===== src/rtl/core/ras_pkg.sv =====
// ----------------------------------------------------------------------------
// ras_pkg: shared types and constants of the ratiometric sampler
// Widths, reset codes, register indexes and divider handshake structs.
// ----------------------------------------------------------------------------
package ras_pkg;

    localparam int unsigned WORD_W  = 16;
    localparam int unsigned CODE_W  = 5;
    localparam int unsigned CFG_IDX_W = 1;
    localparam int unsigned DIV_STEPS = WORD_W;
    localparam int unsigned CNT_W   = $clog2(DIV_STEPS + 1);

    localparam logic [CODE_W-1:0] SIGNAL_CODE_RESET = 5'b00011;
    localparam logic [CODE_W-1:0] REF_CODE_RESET    = 5'b11111;
    localparam logic [WORD_W-1:0] DIVISOR_ONE       = 16'h0001;
    localparam logic [WORD_W-1:0] RATIO_MAX         = 16'hFFFF;

    localparam logic [CFG_IDX_W-1:0] CFG_SIGNAL_CODE = 1'b0;
    localparam logic [CFG_IDX_W-1:0] CFG_REF_CODE    = 1'b1;

    typedef logic [WORD_W-1:0] t_word;
    typedef logic [CODE_W-1:0] t_code;

    typedef struct packed {
        logic  start;
        t_word numer;
        t_word denom;
    } t_div_req;

    typedef struct packed {
        logic  done;
        t_word quotient;
    } t_div_rsp;

endpackage


===== src/rtl/core/ratiometric_adc_sampler.sv =====
// ----------------------------------------------------------------------------
// ratiometric_adc_sampler: signal/reference sampler with ratio readout
// Files converter samples under the selected channel, toggles the channel
// and returns the saturated unsigned 0.16 ratio of signal to reference on request.
// ----------------------------------------------------------------------------
// Usage:
//   Input channel (i_valid/o_ready) carries i_mode and i_sample. Mode 0 files
//   the sample and flips the channel; mode 1 requests the ratio.
//   Output channel (o_valid/i_ready) carries o_ratio and o_channel_select,
//   one item per input item, held in an output register until taken.
//   Timing: a sample item shows its result in the cycle after acceptance. A
//   read item runs through the bit-serial divider, one quotient bit per cycle
//   unless the ratio saturates, then through its done and output registers.
//   One item is in work at a time: o_ready is low during a divide and while
//   the output register holds an item that the receiver has not taken.
//   A stalled receiver therefore stalls the input side.
//   Reset clears the stored samples, selects the signal channel and loads
//   codes 3 (signal) and 31 (reference). Config writes through i_cfg_we take
//   effect on the next sample item and do not change the selected channel.
// ----------------------------------------------------------------------------
module ratiometric_adc_sampler (
    input  logic                          i_clk,
    input  logic                          i_rst_n,
    input  logic                          i_cfg_we,
    input  logic [ras_pkg::CFG_IDX_W-1:0] i_cfg_index,
    input  logic [ras_pkg::CODE_W-1:0]    i_cfg_data,
    input  logic                          i_valid,
    output logic                          o_ready,
    input  logic                          i_mode,
    input  logic [ras_pkg::WORD_W-1:0]    i_sample,
    output logic                          o_valid,
    input  logic                          i_ready,
    output logic [ras_pkg::WORD_W-1:0]    o_ratio,
    output logic [ras_pkg::CODE_W-1:0]    o_channel_select
);

    localparam logic ST_IDLE = 1'b0;
    localparam logic ST_DIV  = 1'b1;

    logic           r_state;
    ras_pkg::t_code r_sig_code;
    ras_pkg::t_code r_ref_code;
    ras_pkg::t_code r_chan;
    ras_pkg::t_word r_sig_val;
    ras_pkg::t_word r_ref_val;
    logic           r_out_valid;
    ras_pkg::t_word r_out_ratio;

    logic              accept;
    logic              out_load;
    ras_pkg::t_div_req div_req;
    ras_pkg::t_div_rsp div_rsp;

    assign o_ready  = (r_state == ST_IDLE) && (!r_out_valid || i_ready);
    assign accept   = i_valid && o_ready;
    assign out_load = (r_state == ST_IDLE) ? (accept && !i_mode) : div_rsp.done;

    assign div_req.start = accept && i_mode;
    assign div_req.numer = r_sig_val;
    assign div_req.denom = (r_ref_val != '0) ? r_ref_val : ras_pkg::DIVISOR_ONE;

    ras_div u_div (
        .i_clk  (i_clk),
        .i_rst_n(i_rst_n),
        .i_req  (div_req),
        .o_rsp  (div_rsp)
    );

    always_ff @(posedge i_clk) begin
        if (!i_rst_n) begin
            r_sig_code <= ras_pkg::SIGNAL_CODE_RESET;
            r_ref_code <= ras_pkg::REF_CODE_RESET;
        end else if (i_cfg_we) begin
            case (i_cfg_index)
                ras_pkg::CFG_SIGNAL_CODE: r_sig_code <= i_cfg_data;
                ras_pkg::CFG_REF_CODE:    r_ref_code <= i_cfg_data;
                default: ;
            endcase
        end
    end

    always_ff @(posedge i_clk) begin
        if (!i_rst_n) begin
            r_state     <= ST_IDLE;
            r_out_valid <= 1'b0;
            r_chan      <= ras_pkg::SIGNAL_CODE_RESET;
            r_sig_val   <= '0;
            r_ref_val   <= '0;
        end else begin
            if (out_load) begin
                r_out_valid <= 1'b1;
            end else if (r_out_valid && i_ready) begin
                r_out_valid <= 1'b0;
            end
            case (r_state)
                ST_IDLE: begin
                    if (accept) begin
                        if (i_mode) begin
                            r_state <= ST_DIV;
                        end else begin
                            if (r_chan == r_ref_code) begin
                                r_ref_val <= i_sample;
                                r_chan    <= r_sig_code;
                            end else begin
                                r_sig_val <= i_sample;
                                r_chan    <= r_ref_code;
                            end
                            r_out_ratio <= '0;
                        end
                    end
                end
                ST_DIV: begin
                    if (div_rsp.done) begin
                        r_out_ratio <= div_rsp.quotient;
                        r_state     <= ST_IDLE;
                    end
                end
                default: r_state <= ST_IDLE;
            endcase
        end
    end

    assign o_valid          = r_out_valid;
    assign o_ratio          = r_out_ratio;
    assign o_channel_select = r_chan;

endmodule


===== src/rtl/core/ras_div.sv =====
// ----------------------------------------------------------------------------
// ras_div: bit-serial saturating divider
// Computes (numer << 16) / denom, saturated to 16 bits, one quotient bit
// per cycle with a shared compare-and-subtract unit. Denom must be nonzero.
// ----------------------------------------------------------------------------
module ras_div (
    input  logic              i_clk,
    input  logic              i_rst_n,
    input  ras_pkg::t_div_req i_req,
    output ras_pkg::t_div_rsp o_rsp
);

    logic                       r_busy;
    logic                       r_done;
    logic [ras_pkg::CNT_W-1:0]  r_cnt;
    logic [ras_pkg::WORD_W:0]   r_rem;
    logic [ras_pkg::WORD_W-1:0] r_den;
    logic [ras_pkg::WORD_W-1:0] r_quo;

    logic [ras_pkg::WORD_W:0]   rem_shift;
    logic                       take;
    logic                       saturate;

    assign rem_shift = {r_rem[ras_pkg::WORD_W-1:0], 1'b0};
    assign take      = rem_shift >= {1'b0, r_den};
    assign saturate  = i_req.numer >= i_req.denom;

    always_ff @(posedge i_clk) begin
        if (!i_rst_n) begin
            r_busy <= 1'b0;
            r_done <= 1'b0;
            r_cnt  <= '0;
        end else begin
            r_done <= (i_req.start && !r_busy && saturate) ||
                      (r_busy && (r_cnt == ras_pkg::CNT_W'(1)));
            if (i_req.start && !r_busy) begin
                r_den <= i_req.denom;
                r_rem <= {1'b0, i_req.numer};
                if (saturate) begin
                    r_quo  <= ras_pkg::RATIO_MAX;
                end else begin
                    r_quo  <= '0;
                    r_busy <= 1'b1;
                    r_cnt  <= ras_pkg::CNT_W'(ras_pkg::DIV_STEPS);
                end
            end else if (r_busy) begin
                r_rem <= take ? (rem_shift - {1'b0, r_den}) : rem_shift;
                r_quo <= {r_quo[ras_pkg::WORD_W-2:0], take};
                r_cnt <= r_cnt - 1'b1;
                if (r_cnt == ras_pkg::CNT_W'(1)) begin
                    r_busy <= 1'b0;
                end
            end
        end
    end

    assign o_rsp.done     = r_done;
    assign o_rsp.quotient = r_quo;

endmodule


===== config.mk =====
export PLATFORM = sky130hd
export DESIGN_NAME = ratiometric_adc_sampler
export DESIGN_NICKNAME = d
export VERILOG_FILES = /design/src/rtl/core/ras_pkg.sv /design/src/rtl/core/ratiometric_adc_sampler.sv /design/src/rtl/core/ras_div.sv
export SDC_FILE = /design/constraint.sdc
export NUM_CORES = 1
export LEC_CHECK = 0
export BUFFER_PORTS_ARGS = -buffer_cell sky130_fd_sc_hd__buf_4
export CORE_ASPECT_RATIO = 1.4
export CORE_MARGIN = 5
export CORE_UTILIZATION = 55
export DETAILED_ROUTE_END_ITERATION = 12
export PLACE_DENSITY = 0.85
export SLEW_MARGIN = 20
export SYNTH_ARGS = -nofsm -noshare
export SYNTH_HDL_FRONTEND = slang
export SYNTH_SLANG_ARGS = --single-unit

===== constraint.sdc =====
create_clock -name i_clk -period 4.5 [get_ports i_clk]
set_input_delay 0.45 -clock i_clk [delete_from_list [all_inputs] [get_ports i_clk]]
set_output_delay 0.45 -clock i_clk [all_outputs]
set_load 0.05 [all_outputs]

==> results of run 1 <==
==> worst reg2reg max path, stage by stage, from the launching register on <==
cell	delay [ns]
edfxtp_1	0.40
ha_1	0.46
nand2_1	0.15
nor3_1	0.29
a211oi_1	0.17
a31oi_1	0.76
o21ai_1	0.31
o21ai_1	0.23
==> power by group through the flow <==
stage                     Sequential [mW]  Clock [mW]  Combinational (mW)
final                                1.27        1.36               0.481
after global placement               1.29           0               0.453
after CTS                            1.27        1.37               0.477
after global routing                 1.28        1.43               0.524
after floorplan                      1.30           0               0.333
after detailed placement             1.29           0               0.468
==> state kept, by name, summed over array words and instances (netlist names) <==
register and count:
o_channel_select 5, o_ratio 16, o_valid 1, r_ref_code 5, r_ref_val 16, r_sig_code 5
r_sig_val 16, r_state 1, u_div.r_busy 1, u_div.r_cnt 5, u_div.r_den 16, u_div.r_done 1
u_div.r_quo 16, u_div.r_rem 16
==> cell usage after synthesis (all sizes together), types with 2 or more instances <==
| cell | n |
|---|---|
| a211o | 2 |
| a211oi | 4 |
| a21boi | 3 |
| a21o | 12 |
| a21oi | 22 |
| a311oi | 2 |
| a31o | 2 |
| a31oi | 10 |
| a32oi | 3 |
| a41o | 2 |
| a41oi | 2 |
| and2 | 22 |
| and3 | 5 |
| buf | 16 |
| clkbuf | 28 |
| dfxtp | 56 |
| edfxtp | 64 |
| ha | 34 |
| inv | 40 |
| mux2i | 42 |
| nand2 | 38 |
| nand2b | 6 |
| nand3 | 16 |
| nand4 | 5 |
| nor2 | 26 |
| nor2b | 43 |
| nor3 | 12 |
| nor3b | 3 |
| nor4 | 5 |
| nor4b | 2 |
| o2111ai | 2 |
| o211a | 5 |
| o211ai | 6 |
| o21a | 22 |
| o21ai | 20 |
| o311a | 2 |
| or4b | 2 |
| xnor2 | 9 |
| xor2 | 8 |
==> through the flow <==
stage                     power [mW]  hold slack [ns]  instance area, um^2
after floorplan                 1.64            0.441                 6430
after global placement          1.74            0.463                 6830
after detailed placement        1.76            0.477                 6830
after CTS                       3.12            0.254                 7430
after global routing            3.23            0.263                 7430
final                           3.11            0.262                 7430
==> cells by family (layout without fill, tap and decap cells) <==
logic type	Yosys count	in the layout	synth area share [%]
AOI/OAI and AO/OA	132	132	14.8
xor gates and xnor gates	17	17	2.32
adders and majority gates	35	35	6.93
buffers and inverters	84	127	5.53
DFF	120	120	47.3
muxes	43	43	6.71
and+or+nand+nor	189	189	16.4
==> worst paths after layout <==
kind	endpoint
max	u_div.r_rem[11]
min	r_ref_code[0]
max reg2reg	u_div.r_rem[11]
min reg2reg	u_div.r_den[3]
==> per-layer routing <==
layer	vias to the layer above	GRT usage (%)	wire, um	share of wire (%)
met2	162	38.1	7460	53
met3	35	4.63	683	4.9
met4	0	10.1	431	3.1
met1	2214	22.8	5470	39
met5	-	0	0	0
li1	2280	-	-	-
==> final cells by class <==
cell class	count	area, um^2
clock buffer	17	425
clock inverter	15	180
fill	835	3970
inverter	40	150
multi-input combinational	416	3040
sequential	120	3040
tap	144	180
timing repair buffer	55	413
==> impl_metrics.tcl, run 1 <==
set metrics [dict create \
    status "finished, final reports clean" \
    internal_power_mw 2.30 \
    power_switching_mw 0.814 \
    cts_buffers 17 \
    dp_slack_ns 1.67 \
    die-area_um2 14000 \
    synth_area_um2 6430 \
    gp_congestion 0.940 \
    yosysTopAreaCellShare_pct 29.9 \
    whs_path_depth 3 \
    hold_viol 0 \
    core-area_um2 11400 \
    critPathLaunch "u_div.r_rem[8]" \
    reg2reg_depth 7 \
    power_frac_seq_pct 40.9 \
    r2r_setup_slack_ns 1.58 \
    path_buf_inv 0 \
    die_w_um 101 \
    num_io_pins 51 \
    switching_share_pct 26.2 \
    setup_violations 0 \
    clk_pin_slew_ns 0.06 \
    crit_family "compound AO/OA/AOI/OAI gates" \
    drc_errors 0 \
    postRouteWirelength_mm 14.0 \
    ant_nets 0 \
    cts_resized 0 \
    max_freq_mhz 342 \
    antenna_found_initial 0 \
    dr.pass1.iters 5 \
    dp.cells 775 \
    initial_utilization_pct 56.4 \
    final_common_cell "edfxtp_1" \
    final_cell_mix "64 x edfxtp_1, 56 x dfxtp_1, 55 x buf_4, 43 x nor2b_1, 42 x mux2i_1" \
    cp_common_cell "o21ai_1" \
    peakVddDrop_mv 0.321 \
    period_share_pct 64.9 \
    grt_pass1_wl_mm 22.9 \
    die_h_um 138 \
    syn-num-nets 683 \
    synth_seq_cells 120 \
    period_minus_slack_ns 2.92 \
    cts_sinks 120 \
    wire_per_inst_um 17.4 \
    final_util_pct 65.2 \
    cp.arrival_ns 3.17 \
    synthToLayoutAreaGrowth_pct 15.5 \
    pwr_density_cell_nw_per_um2 419 \
    cts_tree "done" \
    hold_class "primary input to register" \
    combPwrFrac_pct 15.5 \
    ys_top_cells_by_area "edfxtp_1 30%, dfxtp_1 17%, ha_1 6.6%" \
    drtIter0Drc 353 \
    gr-usage-all-layers_pct 21.0 \
    rsz0062_at_grt "no" \
    vias 4691 \
    slew_viol_final 0 \
    grt_pass1_vias 4791 \
    worstPathMaxFanout 12 \
    fin_cells 807 \
    finalClockSkew_ns 0.00497 \
    drive_gt1_share_pct 15.1 \
    maxCapViolCount 0 \
    dp_hpwl_mm 10.1 \
    cp-end-kind "register" \
    tns_ns 0 \
    cts_setup_buffers 0 \
    hold_buffers 0 \
    setup_ws_ns 1.58 \
    portBuffers 50 \
    path_class "register to register" \
    htree_levels 4 \
    startpoint_type "register" \
    grt_max_degree 62 \
    grt_overflow 0 \
    worst_pin_slew_ns 0.976 \
    cp.depth 7 \
    cts_root_buf "clkbuf_16" \
    worst-endpoint-required_ns 4.75 \
    diodes 0 \
    synth_cell_types 70 \
    synth_warnings 0 \
    critPathMaxStageDelay_ns 0.76 \
    synthFlopType "edfxtp_1" \
    finalNetCount 713 \
    vias_per_cell 5.81 \
    clk_latency_ns 0.41 \
    postSynthCellCount 620 \
    synth-edff-count 64 \
    postSynth.asyncResetShare_pct 0 \
    yosys.area.top_type "edfxtp_1" \
    p_leak_nw 3.21 \
    seq_area_frac_synth_pct 47.3 \
    syn_avg_cell_area_um2 10.4 \
    holdCritStartpoint "i_cfg_data[0]" \
    cts_buffer_depth 2 \
    path_cells "ha_1 -> nand2_1 -> nor3_1 -> a211oi_1 -> a31oi_1 -> o21ai_1 -> o21ai_1" \
    slowest_stage "a31oi_1" \
    rows 46 \
    slew_headroom_pct 34.9 \
    power.clock.fraction_pct 43.7 \
    timing.rr.start "u_div.r_rem[8]" \
]
No activity file was read; power rests on OpenSTA's default activity.
==> run 2: changes to the inputs <==
==> constraint.sdc (replaced) <==
create_clock -name i_clk -period 2.88 [get_ports i_clk]
set_input_delay 0.288 -clock i_clk [delete_from_list [all_inputs] [get_ports i_clk]]
set_output_delay 0.288 -clock i_clk [all_outputs]
set_load 0.05 [all_outputs]
==> run 2 against run 1 <==
Against the previous run:
- the flow now finishes with violations (negative setup slack)
- design area grew 1.2%
- clock skew grew 0.0027 ns
- power grew 53%
- critical path type unchanged
- largest cell class is now multi-input combinational cells
- largest power group is now sequential cells
==> impl_metrics.tcl, run 2 (synthesized netlist as in run 1, its figures left out) <==
set metrics [dict create \
    status "finished, violations left" \
    violations "negative setup slack" \
    hold_viol 0 \
    ant_nets 0 \
    setup_violations 5 \
    dp_slack_ns 0.0358 \
    cts_sinks 120 \
    postRouteWirelength_mm 15.3 \
    path_class "register to register" \
    htree_levels 4 \
    gr-usage-all-layers_pct 22.4 \
    path_cells "nor4_2 -> a41o_1 -> ha_1 -> nand2b_4 -> a21o_1 -> a211o_1 -> a221oi_4 -> buf_6 -> nand3_4 -> o21a_1" \
    vias_per_cell 6.00 \
    finalClockSkew_ns 0.00764 \
    grt_pass1_wl_mm 24.1 \
    synthToLayoutAreaGrowth_pct 16.9 \
    period_minus_slack_ns 2.89 \
    portBuffers 50 \
    pwr_density_cell_nw_per_um2 635 \
    worst_pin_slew_ns 1.05 \
    multi_input_area_um2 3090 \
    cp-end-kind "register" \
    slowest_stage "dfxtp_1" \
    gp_congestion 0.907 \
    critPathMaxStageDelay_ns 0.35 \
    setup_ws_ns -0.00686 \
    dr.pass1.iters 5 \
    vias 4905 \
    startpoint_type "register" \
    p_leak_nw 3.24 \
    final_common_cell "edfxtp_1" \
    clk_latency_ns 0.42 \
    grt_pass1_vias 4979 \
    r2r_setup_slack_ns -0.007 \
    maxCapViolCount 0 \
    register_area_um2 3050 \
    grt_max_degree 42 \
    initial_utilization_pct 56.4 \
    period_share_pct 100 \
    slew_headroom_pct 30.0 \
    worstPathMaxFanout 5 \
    reg2reg_depth 10 \
    die-area_um2 14000 \
    finalPower_mw 4.77 \
    drc_errors 0 \
    whs_path_depth 3 \
    timing.hold.ws_ns 0.0947 \
    dp_hpwl_mm 10.6 \
    clk_pin_slew_ns 0.06 \
    antenna_found_initial 0 \
    die_h_um 138 \
    peakVddDrop_mv 0.542 \
    cp.arrival_ns 3.06 \
    die_w_um 101 \
    diodes 0 \
    num_io_pins 51 \
    max_freq_mhz 346 \
    rows 46 \
    rsz0062_at_grt "yes" \
    cts_tree "done" \
    worst-endpoint-required_ns 3.05 \
    slew_viol_final 0 \
    hold_class "primary input to register" \
    drtIter0Drc 540 \
    tns_ns -0.0100 \
    core-area_um2 11400 \
    cts_buffer_depth 2 \
    drive_gt1_share_pct 17.2 \
    cts_buffers 17 \
    grt_overflow 0 \
    final_cell_mix "64 x edfxtp_1, 61 x buf_4, 54 x dfxtp_1, 43 x nor2b_1, 42 x mux2i_1" \
    wire_per_inst_um 18.7 \
    cts_root_buf "clkbuf_16" \
    nFillCells 839 \
    finalNetCount 724 \
]
-- run 2: layout make-up --
| type | instances | area share [%] |
|---|---|---|
| flip-flops and latches | 120 | 40.5 |
| clock inverters | 14 | 1.70 |
| repair buffers | 64 | 6.54 |
| inverters | 40 | 2.00 |
| clock buffers | 18 | 5.71 |
| multi-input cells | 418 | 41.2 |
| well taps | 144 | 2.40 |
-- run 2: where the power goes --
group	switching (mW)	internal, mW	total, mW
clock	0.783	1.19	1.97
combinational	0.473	0.343	0.815
sequential	0.0709	1.92	1.99
-- run 2: worst paths after layout --
kind / startpoint / endpoint
worst max-delay path: r_ref_val[6] / u_div.r_quo[5]
worst min-delay path: i_cfg_data[1] / r_ref_code[1]
worst max register to register: r_ref_val[6] / u_div.r_quo[5]
worst min register to register: r_ref_val[13] / u_div.r_den[13]
-- run 2: repair_timing --
item,4_1_cts,5_1_grt
gates cloned,0,2
buffers inserted,0,4
pin swaps,0,6
setup endpoints to repair,1,22
gates resized for setup,1,9
hold buffers,0,0
-- run 2: per-stage QoR --
step                std cells  util [%]  cell area, um^2
finish                    818      66.0             7520
global route              818      66.0             7520
CTS                       812      65.2             7430
detailed placement        780      60.2             6860
global placement          780      60.2             6860
floorplan                 620         -             6430
-- run 2: worst max-delay path, delay by kind of cell (launching register included) --
| family | cells | cell delay, ns |
|---|---|---|
| buf+inv | 1 | 0.18 |
| flops | 1 | 0.35 |
| compound gates | 5 | 1.24 |
| fa+ha+maj | 1 | 0.26 |
| simple gates | 3 | 0.61 |
-- run 2: layer usage --
metal,part of all wire (%),GRT usage (%),vias up
met1,38,23.9,2348
met3,5.7,5.64,42
met5,0,0,-
met4,3.4,11.0,0
met2,53,40.4,207
li1,-,-,2308
==> run 3: changes to the inputs <==
--- a/config.mk
+++ b/config.mk
@@ -5,11 +5,13 @@
 export SDC_FILE = /design/constraint.sdc
 export NUM_CORES = 1
 export LEC_CHECK = 0
+export ABC_CLOCK_PERIOD_IN_PS = 2880
 export BUFFER_PORTS_ARGS = -buffer_cell sky130_fd_sc_hd__buf_4
 export CORE_ASPECT_RATIO = 1.4
 export CORE_MARGIN = 5
 export CORE_UTILIZATION = 55
 export DETAILED_ROUTE_END_ITERATION = 12
+export GPL_TIMING_DRIVEN = 0
 export PLACE_DENSITY = 0.85
 export SLEW_MARGIN = 20
 export SYNTH_ARGS = -nofsm -noshare
==> run 3 against run 2 <==
Against the previous run:
- the run still ends with negative setup slack left
- utilization increased by 1.4 points
- critical path depth unchanged
- combinational power decreased by 2%
- largest cell class unchanged
- non-clock buffer count increased by 34
- sequential cell count unchanged
- power increased by 3.1%
- register-to-register slack got worse by 0.06 ns
- highest routed layer unchanged
- critical endpoint unchanged
- count of clock-buffer cells in the layout unchanged
- sequential power about the same
- clock power increased by 9%
==> impl_metrics.tcl, run 3 (synthesized netlist as in run 1, its figures left out) <==
set metrics [dict create \
    hold_class "primary input to register" \
    r2r_end "u_div.r_quo[5]" \
    status "finished, violations left" \
    gp_congestion 0.925 \
    diodes 0 \
    vias_per_cell 5.81 \
    drtIter0Drc 349 \
    grt_max_degree 34 \
    htree_levels 4 \
    setup_ws_ns -0.0695 \
    peakVddDrop_mv 0.471 \
    antenna_found_initial 0 \
    timing.hold.ws_ns 0.102 \
    worstPathMaxFanout 5 \
    clk_latency_ns 0.41 \
    grt_overflow 0 \
    grt_pass1_wl_mm 24.1 \
    cts_buffers 17 \
    whs_path_depth 3 \
    wire_per_inst_um 18.0 \
    slew_headroom_pct 46.3 \
    max_freq_mhz 339 \
    dp_slack_ns -0.217 \
    maxCapViolCount 0 \
    final_common_cell "edfxtp_1" \
    drc_errors 0 \
    clk_pin_slew_ns 0.06 \
    violations "negative setup slack" \
    portBuffers 50 \
    dp_hpwl_mm 11.3 \
    period_share_pct 102 \
    holdCritStartpoint "i_cfg_data[3]" \
    synthToLayoutAreaGrowth_pct 19.3 \
    place_area_um2 6990 \
    finalClockSkew_ns 0.00817 \
    timing.rr.start "r_ref_val[7]" \
    path_class "register to register" \
    die_h_um 138 \
    r2r_setup_slack_ns -0.07 \
    slew_viol_final 0 \
    dr.pass1.iters 5 \
    hold_viol 0 \
    final_cell_mix "64 x edfxtp_1, 53 x buf_4, 53 x dfxtp_1, 42 x nor2b_1, 42 x mux2i_1" \
    worst_pin_slew_ns 0.806 \
    startpoint_type "register" \
    grt_pass1_vias 5027 \
    final_area_um2 7670 \
    cts_sinks 120 \
    postRouteWirelength_mm 15.3 \
    holdPathEnd "r_ref_code[3]" \
    cts_root_buf "clkbuf_16" \
    period_minus_slack_ns 2.95 \
    rows 46 \
    pwr_density_cell_nw_per_um2 641 \
    finalPower_mw 4.92 \
    die_w_um 101 \
    initial_utilization_pct 56.4 \
    p_leak_nw 3.32 \
    setup_violations 15 \
    finalNetCount 756 \
    vias 4937 \
    worst-endpoint-required_ns 3.04 \
    nFillCells 799 \
    cts_tree "done" \
    cts_buffer_depth 2 \
    cp.arrival_ns 3.11 \
    cp-end-kind "register" \
    core-area_um2 11400 \
    ant_nets 0 \
    hold_buffers 0 \
    gr-usage-all-layers_pct 22.2 \
    drive_gt1_share_pct 17.3 \
    tns_ns -0.893 \
    die-area_um2 14000 \
    reg2reg_depth 10 \
    num_io_pins 51 \
    rsz0062_at_grt "yes" \
]
-- run 3: per-stage QoR --
stage                     cells  utilization (%)
after floorplan             620                -
after global placement      814             61.3
after detailed placement    814             61.3
after CTS                   848             67.0
after global routing        850             67.3
final                       850             67.3
-- run 3: power breakdown --
group          internal, mW  leakage [nW]  switching [mW]
logic                 0.334          1.99           0.465
registers              1.92          1.05          0.0642
clock network          1.36         0.283           0.779
-- run 3: repair_timing --
item,4_1_cts,5_1_grt
pin swaps,4,2
endpoints found under the hold margin,0,0
setup endpoints to repair,19,19
resized for setup,3,7
gates cloned,0,1
setup buffers,2,1
-- run 3: worst max-delay path, cell delays in order, from the launching register on --
cell	delay (ns)
dfxtp_1	0.35
nor4_1	0.34
a41o_1	0.26
ha_1	0.25
nand2b_4	0.14
a21o_1	0.17
a211o_1	0.31
a221oi_4	0.40
nand3_4	0.18
buf_6	0.19
o21a_1	0.10
-- run 3: layout make-up --
| class | count | area [um^2] | share of cell area [%] |
|---|---|---|---|
| multi-input cells | 416 | 3070 | 39.9 |
| inverters | 40 | 150 | 1.96 |
| well taps | 144 | 180 | 2.35 |
| flip-flops and latches | 120 | 3050 | 39.7 |
| repair buffers | 54 | 422 | 5.49 |
| plain buffers | 44 | 205 | 2.67 |
| clock inverters | 14 | 174 | 2.27 |
| clock buffers | 18 | 429 | 5.59 |
-- run 3: worst max path at each step --
stage / startpoint / to / cells after the start / slack, ns
floorplan: r_ref_val[10] / u_div.r_quo[10] / 10 / 0.31
global placement: r_ref_val[10] / u_div.r_quo[14] / 10 / -0.21
detailed placement: r_ref_val[10] / u_div.r_quo[8] / 10 / -0.22
CTS: r_ref_val[13] / u_div.r_cnt[0] / 10 / 0.004
global route: r_ref_val[6] / u_div.r_quo[7] / 10 / -0.15
finish: r_ref_val[7] / u_div.r_quo[5] / 10 / -0.07
-- run 3: metal layers --
layer / wire, um / part of all wire [%] / vias to the layer above / global-route usage (%)
met4: 697 / 4.5 / 0 / 11.8
met2: 8240 / 54 / 176 / 41.8
met5: 0 / 0 / - / 0
li1: - / - / 2375 / -
met1: 5750 / 37 / 2343 / 22.5
met3: 648 / 4.2 / 43 / 4.73
